**config.mk**
```make
export PLATFORM = sky130hd
export DESIGN_NAME = tli_divider
export DESIGN_NICKNAME = d
export VERILOG_FILES = /design/src/rtl/tli_pkg.sv /design/src/rtl/tli_divider.sv
export SDC_FILE = /design/constraint.sdc
export NUM_CORES = 1
export LEC_CHECK = 0
export BUFFER_PORTS_ARGS = -buffer_cell sky130_fd_sc_hd__buf_2
export CORE_ASPECT_RATIO = 1.4
export CORE_MARGIN = 2
export CORE_UTILIZATION = 55
export DETAILED_ROUTE_END_ITERATION = 16
export GPL_ROUTABILITY_DRIVEN = 0
export PLACE_DENSITY = 0.81
export REMOVE_ABC_BUFFERS = 1
export SYNTH_ARGS = -nofsm -noshare
export SYNTH_HDL_FRONTEND = slang
export SYNTH_SLANG_ARGS = --single-unit
```
**constraint.sdc**
```tcl
create_clock -name clk -period 3.7 [get_ports clk]
set_input_delay 0.185 -clock clk [delete_from_list [all_inputs] [get_ports clk]]
set_output_delay 0.185 -clock clk [all_outputs]
set_load 0.05 [all_outputs]
```
**src/rtl/tli_pkg.sv**
```systemverilog
// ----------------------------------------------------------------------------
// tli_pkg
// Types and constants shared by the table interpolator modules.
// ----------------------------------------------------------------------------
package tli_pkg;

  localparam int TableDepth   = 1024;
  localparam int ValueColumns = 4;
  localparam int IdxW         = $clog2(TableDepth);
  localparam int CntW         = IdxW + 1;
  localparam int ColW         = 2;
  localparam int QuoW         = 64;

  typedef enum logic [1:0] {
    CMD_CLEAR  = 2'd0,
    CMD_APPEND = 2'd1,
    CMD_QUERY  = 2'd2
  } cmd_t;

  typedef enum logic [2:0] {
    ST_INTERP   = 3'd0,
    ST_SINGLE   = 3'd1,
    ST_NONE     = 3'd2,
    ST_APPENDED = 3'd3,
    ST_FULL     = 3'd4,
    ST_CLEARED  = 3'd5
  } status_t;

  typedef enum logic [3:0] {
    S_IDLE,
    S_SCAN,
    S_SCAN_LAST,
    S_RD_LO,
    S_RD_HI,
    S_PREP,
    S_MUL,
    S_DIV_START,
    S_DIV_WAIT,
    S_FINISH,
    S_OUT
  } state_t;

  typedef struct packed {
    logic [1:0]         cmd;
    logic signed [31:0] position;
    logic signed [31:0] value_a;
    logic signed [31:0] value_b;
    logic signed [31:0] value_c;
    logic signed [31:0] value_d;
    logic [1:0]         column;
  } in_word_t;

  typedef struct packed {
    logic signed [31:0] result_value;
    logic [2:0]         status;
  } out_word_t;

  // Divider handshake
  typedef struct packed {
    logic start;
  } div_ctl_t;

  typedef struct packed {
    logic done;
  } div_sts_t;

endpackage

```
**src/rtl/tli_divider.sv**
```systemverilog
// ----------------------------------------------------------------------------
// tli_divider
// Restoring unsigned divider, one quotient bit per cycle.
// ----------------------------------------------------------------------------
module tli_divider
  import tli_pkg::*;
(
  input  logic                clk,
  input  logic                rst,
  input  div_ctl_t            ctl,
  input  logic [QuoW-1:0]     dividend,
  input  logic [32:0]         divisor,
  output div_sts_t            sts,
  output logic [QuoW-1:0]     quotient
);

  localparam int StepW = $clog2(QuoW + 1);

  logic [QuoW-1:0]  quo;
  logic [33:0]      rem;
  logic [32:0]      dvs;
  logic [StepW-1:0] steps;
  logic             busy;
  logic             done;
  logic [33:0]      trial;
  logic [33:0]      shifted;

  // Shift in next dividend bit and try a subtract
  always_comb begin
    shifted = {rem[32:0], quo[QuoW-1]};
    trial   = shifted - {1'b0, dvs};
  end

  always_ff @(posedge clk) begin
    if (rst) begin
      busy  <= 1'b0;
      done  <= 1'b0;
      steps <= '0;
    end else begin
      done <= 1'b0;
      if (ctl.start) begin
        busy  <= 1'b1;
        steps <= StepW'(QuoW);
      end else if (busy) begin
        steps <= steps - 1'b1;
        if (steps == StepW'(1)) begin
          busy <= 1'b0;
          done <= 1'b1;
        end
      end
    end
  end

  always_ff @(posedge clk) begin
    if (ctl.start) begin
      quo <= dividend;
      rem <= '0;
      dvs <= divisor;
    end else if (busy) begin
      if (!trial[33]) begin
        rem <= trial;
        quo <= {quo[QuoW-2:0], 1'b1};
      end else begin
        rem <= shifted;
        quo <= {quo[QuoW-2:0], 1'b0};
      end
    end
  end

  assign sts.done = done;
  assign quotient = quo;

endmodule

```
# Yosys cells after proc, flatten, opt, wreduce, memory -nomap -nowiden
# Index checks and enable logic that the tools add are counted.
# op_classes
add_sub_neg	2
n_eq_ne	1
muxes	10
bitwise_logic	1
n_reduce_logical	3
# ops
cell	count
2-to-1 mux 64 bit	2
subtractor 34 x 33 -> 34 bit	1
2-to-1 mux 33 bit	1
2-to-1 mux 7 bit	2
== test 7 x 1 -> 1 bit, second input constant	1
subtractor 7 x 1 -> 7 bit, second input constant	1
2-to-1 mux 1 bit	5
OR reduction 3 bit	1
nonzero test 2 bit	1
OR reduction 2 bit	1
NOT 1 bit	1
# totals
ff_bits	139
in_bits	100
output_inout_bits	65
elab_cells	24

# Depth between registers and ports, before layout
# Gate-level depths: netlist of the first run.
# logic_depth
word_depth	4
depth_mapped	13
mapped_depth_nobuf	12

# Worst setup path after synthesis of the first run
# Ideal clock, no wire load.
# synth_timing
path_type	reg-to-reg
startpoint	reg quo[63], in the netlist quotient[63]
endpoint	reg rem[14]
t_arrival_ns	2.746
required_ns	3.512
setup_slack_ns	0.766
path_stages_with_launch	14
period_less_slack_ns	2.934
path_cell_list	edfxtp_1 inv_1 ha_1 nor2b_1 o211ai_1 nand2_2 a211oi_2 a211oi_1 or3_4 nand3_2 buf_6 buf_4 mux2i_1 o22ai_1
# synth_via
elab_chain_len	2
# synth_rtl
item	line_no	text
from (decl)	tli_divider.sv:19	logic [QuoW-1:0] quo;
from (signal assigned)	tli_divider.sv:56	quo <= dividend;
from (signal assigned)	tli_divider.sv:62	quo <= {quo[QuoW-2:0], 1'b1};
from (signal assigned)	tli_divider.sv:65	quo <= {quo[QuoW-2:0], 1'b0};
subtractor 34 x 33 -> 34 bit	tli_divider.sv:31	trial = shifted - {1'b0, dvs};
2-to-1 mux 33 bit	tli_divider.sv:60	if (!trial[33]) begin
to (signal assigned)	tli_divider.sv:61	rem <= trial;
to (signal assigned)	tli_divider.sv:64	rem <= shifted;
to (decl)	tli_divider.sv:20	logic [33:0] rem;
# No other way between the ends.
# A chain may end at the register's enable or synchronous reset.

# Final worst setup path of the first run
# layout_timing
startpoint	reg rem[17]
endpoint	reg rem[4]
# layout_via
elab_chain_len	2
# layout_rtl
item	line_no
subtractor 34 x 33 -> 34 bit	tli_divider.sv:31
2-to-1 mux 33 bit	tli_divider.sv:60
# No other way between the ends.

==> summary.md, run 1 <==
| Metric | Value |
|---|---|
| Data required, critical path | `4030 ps` |
| Slew headroom | `49.5%` |
| Critical path endpoint category | `flop` |
| Startpoint Class | `flop` |
| IO buf count | `164` |
| Post-Route Setup TNS | `0 ps` |
| WL final | `18500 µm` |
| Sequential cell area fraction in the yosys report | `50.5%` |
| Filler cells | `1006` |
| Root Driver | `clkbuf_16` |
| Die H | `141 µm` |
| Yosys cell types | `57` |
| Post-Syn Area | `0.00743 mm²` |
| Antenna Diode Count | `0` |
| Vias in the first global route | `6262` |
| Leak pwr | `0.00398 µW` |
| Worst reg2reg setup slack | `390 ps` |
| Fin crit share | `89.5%` |
| # nets final | `999` |
| Tmin final | `3310 ps` |
| Initial core utilization | `56.0%` |
| Fin worst setup slack | `390 ps` |
| Critical path class | `reg -> reg` |
| Hpwl dp | `12800 µm` |
| Core Area | `0.0133 mm²` |
| DR WL met2 | `9850 µm` |
| Post-synth EDFFs | `97` |
| Min-Delay Path Class | `in -> reg` |
| Maximum buffer depth of the clock tree | `2` |
| Layout cell share with drive strength beyond 1 | `32.0%` |
| DRC viols | `0` |
| Ys Warns | `0` |
| Worst-path clk slew | `70 ps` |
| Worst Path Max Fanout | `17` |
| FF+latch area | `0.00375 mm²` |
| Leading cell type in the layout, fill and taps excluded | `buf_2` |
| # H-tree levels | `4` |
| Final Max Tran Viols | `0` |
| Top sig layer | `met4` |
| Area occupied by multi-input gates | `0.00336 mm²` |
| Initial drt markers | `295` |
| Final setup fails | `0` |
| WP data arrival | `3640 ps` |
| # rows | `50` |
| Most frequent cells in the layout | `buf_2, edfxtp_1, mux2_2` |
| Initial antenna violation count | `0` |
| RSZ-0062 raised after global routing | `no` |
| Vias per cell | `5.61` |
| CTS tree | `built` |
| Fmax | `0.302 GHz` |
| Final Hold Viols | `0` |
| Max-cap violations | `0` |
| Remaining antenna violation count | `0` |
| Worst-case vdd ir drop | `427 µV` |
| Die ar. | `0.0145 mm²` |
| Detail Route met3 WL | `1310 µm` |
| Clk_lat worst skew | `430 ps` |
| Primary FF master, synth | `edfxtp_1` |
| Routed via count | `5935` |
| Per-cell routed wire length | `17.5 µm` |
| Worst slew pin tran | `757 ps` |
| Num ports | `165` |
| DRT Pass-1 Iters | `5` |
| Largest net degree at the start of global routing | `51` |
| Global-route wire length before repair | `29600 µm` |
| Status | `finished clean` |
| Gr usage total | `26.4%` |
| Routed metal-1 wire length | `6780 µm` |
| Syn_area_per_cell | `11.2 µm²` |
| Area grow syn2layout | `25.9%` |
| Worst hold slack | `59.9 ps` |
| Die X | `102 µm` |
| Pwr dens | `511 mW/mm²` |
| Placement Setup Slack | `267 ps` |
| Synthesized flop and latch total | `139` |
| Inserted Clock Buffers | `17` |
| CTS sink cnt | `139` |
| Asr flop ratio synth | `0%` |
| Syn Inst Count | `663` |
| Gr ovfl total | `0` |
| Final Skew | `10.2 ps` |
kinds of logic (layout without fill, tap and decap cells):
logic type               Yosys count  after routing  share of synthesized area, %
XOR/XNOR                          33             33                          3.89
AO/OA/AOI/OAI                    141            141                          12.3
AND/OR/NAND/NOR                  149            149                          9.30
flip-flops                       139            139                          50.5
adder cells (fa/ha/maj)           36             36                          6.17
buffers and inverters             73            286                          4.28
multiplexers                      92             92                          13.5
registers in the layout (all words and copies together), names as in the netlist:
signal,count
quotient,64
dvs,33
rem,33
steps,7
busy,1
sts,1
critical path: stages (launching register included):
cell and delay [ps]:
dfxtp_1 340, ha_1 420, a211oi_2 250, o21bai_1 120
a31oi_1 180, o21ai_1 100, a221o_1 410, o211ai_1 390
nand3_4 320, buf_4 310, mux2i_1 130, a211oi_1 250
per-stage QoR:
step	area (µm²)	total power (µW)	cells	utilization, %
2_1_floorplan	7290	2730	637	-
3_3_place_gp	8400	2990	992	63.4
3_5_place_dp	8400	3030	992	63.4
4_1_cts	9340	4790	1058	70.5
5_1_grt	9350	4950	1058	70.5
6_report	9350	4780	1058	70.5
cell usage after synthesis (all sizes together), types with 5 or more instances:
library cell / count / share of area (%)
nor2b: 9 / 0.76
nand4: 5 / 0.42
xnor2: 20 / 2.4
edfxtp: 97 / 39
nor3: 9 / 0.61
nand2b: 6 / 0.51
a21o: 11 / 1.1
inv: 47 / 2.4
mux2: 64 / 9.7
clkbuf: 18 / 0.91
xor2: 13 / 1.5
buf: 8 / 0.99
o211ai: 5 / 0.51
nand3: 5 / 0.40
ha: 35 / 5.9
mux2i: 28 / 3.8
nor2: 45 / 2.3
o21ai: 28 / 1.9
a211oi: 24 / 2.6
a21oi: 43 / 2.9
nand2: 54 / 2.8
dfxtp: 42 / 11
final cells by class:
| cell class | instances | area share (%) |
|---|---|---|
| multi-input cells | 451 | 36.0 |
| clock buffers | 18 | 4.70 |
| flip-flops and latches | 139 | 40.1 |
| clock inverters | 14 | 1.71 |
| well taps | 182 | 2.44 |
| repair buffers | 207 | 13.2 |
| inverters | 47 | 1.89 |
final timing paths:
kind                     start      endpoint  cells after the start
setup reg to reg       rem[17]        rem[4]                     11
setup / recovery       rem[17]        rem[4]                     11
hold / removal    dividend[37]  quotient[37]                      2
hold reg to reg         rem[5]        rem[5]                      2
power breakdown:
part,internal [µW],switching [µW]
sequential,1830,82.0
clock,1020,710
combinational,419,721
metal layers:
layer / vias to the layer above / track usage [%]
met4: 0 / 10.6
met3: 45 / 8.62
met2: 235 / 47.2
li1: 2822 / -
met1: 2833 / 28.1
met5: - / 0
timing repair:
| item | 4_1_cts | 5_1_grt |
|---|---|---|
| hold buffers | 34 | 0 |
| endpoints found under the setup margin | 0 | 1 |
| gates resized for setup | 0 | 1 |
| setup buffers | 0 | 0 |
| endpoints found under the hold margin | 35 | 0 |
Note: power is estimated with default switching activity, not from simulation.
==> inputs of run 2 (changes only) <==
--- a/config.mk
+++ b/config.mk
@@ -12,6 +12,7 @@
 export DETAILED_ROUTE_END_ITERATION = 16
 export GPL_ROUTABILITY_DRIVEN = 0
 export PLACE_DENSITY = 0.81
+export RECOVER_POWER = 100
 export REMOVE_ABC_BUFFERS = 1
 export SYNTH_ARGS = -nofsm -noshare
 export SYNTH_HDL_FRONTEND = slang
==> summary.md, run 2 (synthesis gave the netlist of run 1 again) <==
| Metric | Value |
|---|---|
| DRT Pass-1 Iters | `6 (+1)` |
| Worst Path Max Fanout | `17 (unchanged)` |
| RSZ-0062 raised after global routing | `no` |
| Most frequent cells in the layout | `buf_2, edfxtp_1, clkbuf_1` |
| Worst reg2reg setup slack | `350 ps (-40 ps)` |
| Critical path class | `reg -> reg` |
| # H-tree levels | `4 (unchanged)` |
| Gr usage total | `26.4% (unchanged)` |
| CTS tree | `built` |
| RR Endpoint | `rem[16]` |
| Failing checks | `capacitance limit, slew limit` |
| Clk_lat worst skew | `430 ps (about the same)` |
| Gr ovfl total | `0 (unchanged)` |
| Die ar. | `0.0145 mm² (unchanged)` |
| Fin crit share | `90.6% (+1.1 points)` |
| Antenna Diode Count | `0 (unchanged)` |
| DRC viols | `0 (unchanged)` |
| Worst setup path startpoint | `dvs[3]` |
| # rows | `50 (unchanged)` |
| Reg2reg path depth | `12 (+1)` |
| Vias in the first global route | `6262 (unchanged)` |
| Layout cell share with drive strength beyond 1 | `23.7% (-8.2 points)` |
| Maximum buffer depth of the clock tree | `2 (unchanged)` |
| Max-cap violations | `1 (+1)` |
| Initial drt markers | `327 (+11%)` |
| Largest net degree at the start of global routing | `51 (unchanged)` |
| Hpwl dp | `12800 µm (unchanged)` |
| Pwr dens | `514 mW/mm² (+0.59%)` |
| Num ports | `165 (unchanged)` |
| Global-route wire length before repair | `29600 µm (unchanged)` |
| Min-Delay Path Class | `in -> reg` |
| Slew headroom | `-12.8% (-62 points)` |
| Top sig layer | `met4` |
| Worst slew pin tran | `1690 ps (+935 ps)` |
| Initial core utilization | `56.0% (unchanged)` |
| Leading cell type in the layout, fill and taps excluded | `buf_2` |
| Post-Route Setup TNS | `0 ps (unchanged)` |
| Final Max Tran Viols | `33 (+33)` |
| Remaining antenna violation count | `0 (unchanged)` |
| Largest register FFs | `64 (unchanged)` |
| Leak pwr | `0.00379 µW (-4.8%)` |
| Critical path endpoint category | `flop` |
| Data required, critical path | `3920 ps (-110 ps)` |
| CTS sink cnt | `139 (unchanged)` |
| Filler cells | `1051 (+4.5%)` |
| Worst-path clk slew | `70 ps (about the same)` |
| WL final | `18400 µm (-0.67%)` |
| Per-cell routed wire length | `17.4 µm (-0.67%)` |
| Inserted Clock Buffers | `17 (unchanged)` |
| Fin worst setup slack | `348 ps (-42.3 ps)` |
| Final Hold Viols | `0 (unchanged)` |
| Placement Setup Slack | `267 ps (unchanged)` |
| Routed metal-1 wire length | `6690 µm (-1.2%)` |
| Setup bufs post-CTS | `0 (unchanged)` |
| Final Skew | `12.4 ps (+2.25 ps)` |
| WHS Path Cells | `2 (unchanged)` |
| Initial antenna violation count | `0 (unchanged)` |
| DR WL met2 | `9860 µm (about the same)` |
| WP data arrival | `3580 ps (-60 ps)` |
| Startpoint Class | `flop` |
| Root Driver | `clkbuf_16` |
| Vias per cell | `5.63 (+0.42%)` |
| Fmax | `0.298 GHz (-1.3%)` |
| Area grow syn2layout | `24.5%` |
| Core Area | `0.0133 mm² (unchanged)` |
| Routed via count | `5960 (+0.42%)` |
| Worst-case vdd ir drop | `427 µV (about the same)` |
| Status | `finished, violations left` |
| # nets final | `999 (unchanged)` |
| Tmin final | `3350 ps (+42.3 ps)` |
| CP Capture Point | `rem[16]` |
| Detail Route met3 WL | `1270 µm (-2.8%)` |
| Die X | `102 µm (unchanged)` |
| IO buf count | `164 (unchanged)` |
| Die H | `141 µm (unchanged)` |
| Final setup fails | `0 (unchanged)` |
| Worst r2r src | `dvs[3]` |
==> run 2: changes by cell type in the layout (fill, tap and decap cells not counted), sizes merged <==
cell / change
buf: -71
clkbuf: +71
==> run 2: power breakdown <==
part / total [µW] / switching (µW) / internal [µW]
clock network: 1730 / 709 / 1020
registers: 1910 / 83.4 / 1830
logic: 1110 / 718 / 395
==> run 2: what timing repair did <==
item | in CTS | in global routing
setup endpoints to repair | 0 | 1
resized for setup | 0 | 1
hold buffers | 34 | 0
hold endpoints to repair | 35 | 0
==> run 2: through the flow <==
| step | utilization (%) | std cells | cell area, µm² | hold slack (ps) | total power [µW] |
|---|---|---|---|---|---|
| after floorplan | - | 637 | 7290 | 257 | 2730 |
| after global placement | 63.4 | 992 | 8400 | 362 | 2990 |
| after detailed placement | 63.4 | 992 | 8400 | 363 | 3030 |
| after CTS | 70.5 | 1058 | 9340 | 42.3 | 4790 |
| after global routing | 69.7 | 1058 | 9250 | 46.1 | 4930 |
| final | 69.7 | 1058 | 9250 | 59.5 | 4760 |
==> run 2: how the worst min path moves through the flow <==
stage / startpoint / endpoint / slack, ps
6_report: dividend[13] / quotient[13] / 60
5_1_grt: dividend[13] / quotient[13] / 50
4_1_cts: dividend[13] / quotient[13] / 40
3_5_place_dp: divisor[30] / dvs[30] / 360
3_3_place_gp: divisor[30] / dvs[30] / 360
2_1_floorplan: rst / busy / 260
==> run 2: layout make-up <==
cell class	count	area [µm²]	area share [%]
flip-flops and latches	139	3750	40.6
repair buffers	207	1130	12.2
multi-input cells	451	3360	36.3
clock buffers	18	439	4.75
inverters	47	176	1.91
clock inverters	14	160	1.73
well taps	182	228	2.46
==> run 2: layer usage <==
metal / vias up / global-route usage, %
met1: 2839 / 28.1
met5: - / 0
met3: 42 / 8.62
li1: 2825 / -
met2: 254 / 47.2
met4: 0 / 10.6
==> run 2: critical path, stage by stage, from the launching register on <==
cell	delay, ps
edfxtp_1	320
inv_1	40
ha_1	330
and2_4	190
a221oi_2	260
nand2_1	160
a211oi_2	350
a211oi_1	180
or3_4	430
nand3_4	220
clkbuf_1	360
mux2i_1	230
a211oi_1	90
==> inputs of run 3 (changes only) <==
--- a/config.mk
+++ b/config.mk
@@ -11,6 +11,7 @@
 export CORE_UTILIZATION = 55
 export DETAILED_ROUTE_END_ITERATION = 16
 export GPL_ROUTABILITY_DRIVEN = 0
+export GPL_TIMING_DRIVEN = 0
 export PLACE_DENSITY = 0.81
 export RECOVER_POWER = 100
 export REMOVE_ABC_BUFFERS = 1
==> summary.md, run 3 (synthesis gave the netlist of run 1 again) <==
| Metric | Value |
|---|---|
| Antenna Diode Count | `0 (unchanged)` |
| Post-Route Setup TNS | `0 ps (unchanged)` |
| Largest net degree at the start of global routing | `83 (+63%)` |
| # nets final | `995 (-0.40%)` |
| Clk_lat worst skew | `430 ps (about the same)` |
| Final Max Tran Viols | `0 (-100%)` |
| Worst-path clk slew | `60 ps (about the same)` |
| Final Hold Viols | `0 (unchanged)` |
| Die ar. | `0.0145 mm² (unchanged)` |
| RSZ-0062 raised after global routing | `no` |
| Area grow syn2layout | `24.1%` |
| Core Area | `0.0133 mm² (unchanged)` |
| Worst slew pin tran | `1180 ps (-507 ps)` |
| Initial core utilization | `56.0% (unchanged)` |
| Largest register FFs | `64 (unchanged)` |
| Tmin final | `3430 ps (+82.1 ps)` |
| CP top delay family | `compound AO/OA/AOI/OAI gates` |
| Fmax | `0.291 GHz (-2.4%)` |
| DRC viols | `0 (unchanged)` |
| Placement Setup Slack | `-424 ps (-691 ps)` |
| Pwr dens | `500 mW/mm² (-2.9%)` |
| Initial antenna violation count | `0 (unchanged)` |
| Slew headroom | `20.7% (+34 points)` |
| Per-cell routed wire length | `16.4 µm (-5.3%)` |
| CTS sink cnt | `139 (unchanged)` |
| # H-tree levels | `4 (unchanged)` |
| IO buf count | `164 (unchanged)` |
| DRT Pass-1 Iters | `5 (-1)` |
| Final Cell Area | `0.00922 mm² (-0.35%)` |
| Die X | `102 µm (unchanged)` |
| Max-cap violations | `0 (-1)` |
| Slowest CP cell | `a211oi_2` |
| Status | `finished clean` |
| Reg2reg path depth | `12 (unchanged)` |
| Most frequent cells in the layout | `buf_2, edfxtp_1, clkbuf_1` |
| WHS Path Cells | `2 (unchanged)` |
| WP data arrival | `3750 ps (+170 ps)` |
| Final setup fails | `0 (unchanged)` |
| Layout cell share with drive strength beyond 1 | `23.5% (-0.24 points)` |
| Max stage delay on crit path | `390 ps (-40 ps)` |
| Gr usage total | `24.8% (-1.6 points)` |
| Remaining antenna violation count | `0 (unchanged)` |
| Leak pwr | `0.00377 µW (-0.43%)` |
| Global-route wire length before repair | `28000 µm (-5.3%)` |
| Fin crit share | `92.8% (+2.2 points)` |
| Die H | `141 µm (unchanged)` |
| Vias in the first global route | `6169 (-1.5%)` |
| WL final | `17300 µm (-5.7%)` |
| Area after DPL | `0.00839 mm² (-0.22%)` |
| Routed via count | `5942 (-0.30%)` |
| Data required, critical path | `4010 ps (+90 ps)` |
| Bufs and invs on worst path | `2 (unchanged)` |
| Root Driver | `clkbuf_16` |
| Final Skew | `8.67 ps (-3.77 ps)` |
| Critical path class | `reg -> reg` |
| Maximum buffer depth of the clock tree | `2 (unchanged)` |
| Leading cell type in the layout, fill and taps excluded | `buf_2` |
| Hpwl dp | `12000 µm (-6.8%)` |
| Worst Path Max Fanout | `19 (+2)` |
| Inserted Clock Buffers | `17 (unchanged)` |
| Gr ovfl total | `0 (unchanged)` |
| Startpoint Class | `flop` |
| Vias per cell | `5.64 (about the same)` |
| Critical path depth in cells | `12 (unchanged)` |
| Min-Delay Path Class | `in -> reg` |
| Layout Utilization | `69.5% (-0.25 points)` |
| Worst-case vdd ir drop | `411 µV (-3.8%)` |
| Fin worst setup slack | `265 ps (-82.1 ps)` |
| # rows | `50 (unchanged)` |
| CP Cell Sequence | `inv_1, ha_1, and2_4, a221oi_2, nand2_1, a211oi_2, a211oi_1, o211ai_1, buf_4, nand3_4, and4b_1, o31ai_1` |
| Initial drt markers | `299 (-8.6%)` |
| CTS tree | `built` |
| Critical path endpoint category | `flop` |
| Num ports | `165 (unchanged)` |
==> run 3: cell types whose count changed in the layout (fill, tap and decap cells not counted), sizes merged <==
cell      previous run  this run
buf                102       101
inv                 52        50
clkbuf              89        86
clkinv               3         6
nand3                5         6
bufinv               2         1
clkinvlp             4         3
==> run 3: cell type report <==
cell class                      instances  area (µm²)
Multi-Input combinational cell        452        3380
Sequential cell                       139        3750
Tap cell                              182         228
Clock inverter                         13         119
Timing Repair Buffer                  202        1130
Fill cell                            1048        4050
Inverter                               47         176
Clock buffer                           19         433
==> run 3: worst register-to-register path, cell delays in order (launching register included) <==
cell      delay [ps]
edfxtp_1         320
inv_1             40
ha_1             330
and2_4           190
a221oi_2         270
nand2_1          160
a211oi_2         390
a211oi_1         220
o211ai_1         290
buf_4            190
nand3_4          300
and4b_1          380
o31ai_1          250
==> run 3: per-layer routing <==
layer	vias to the layer above	GRT usage (%)	part of all wire, %
met1	2819	26.6	37
met3	48	8.97	7.5
li1	2812	-	-
met4	0	11.3	3.1
met5	-	0	0
met2	263	43.0	52
==> run 3: timing repair <==
item / 4_1_cts / 5_1_grt
hold buffers: 34 / 0
pin swaps: 0 / 2
gates resized for setup: 1 / 1
endpoints found under the setup margin: 34 / 32
cloned: 0 / 1
buffers inserted: 0 / 2
endpoints found under the hold margin: 35 / 0
==> run 3: path summary, 6_finish.rpt <==
| path | from | endpoint | slack (ps) |
|---|---|---|---|
| max | dvs[3] | rem[28] | 270 |
| max reg2reg | dvs[3] | rem[28] | 270 |
| min | dividend[18] | quotient[18] | 60 |
| min reg2reg | rem[6] | rem[6] | 500 |
==> run 3: where the power goes <==
group | switching [µW] | internal (µW)
Sequential | 89.7 | 1830
Combinational | 701 | 392
Clock | 666 | 927
==> run 3: stage by stage <==
stage / hold WS (ps) / power, µW / std cells
after global routing: 47.5 / 4800 / 1054
after global placement: 364 / 2980 / 983
after detailed placement: 363 / 3020 / 985
after CTS: 45.5 / 4650 / 1051
after floorplan: 257 / 2730 / 637
final: 62.7 / 4600 / 1054
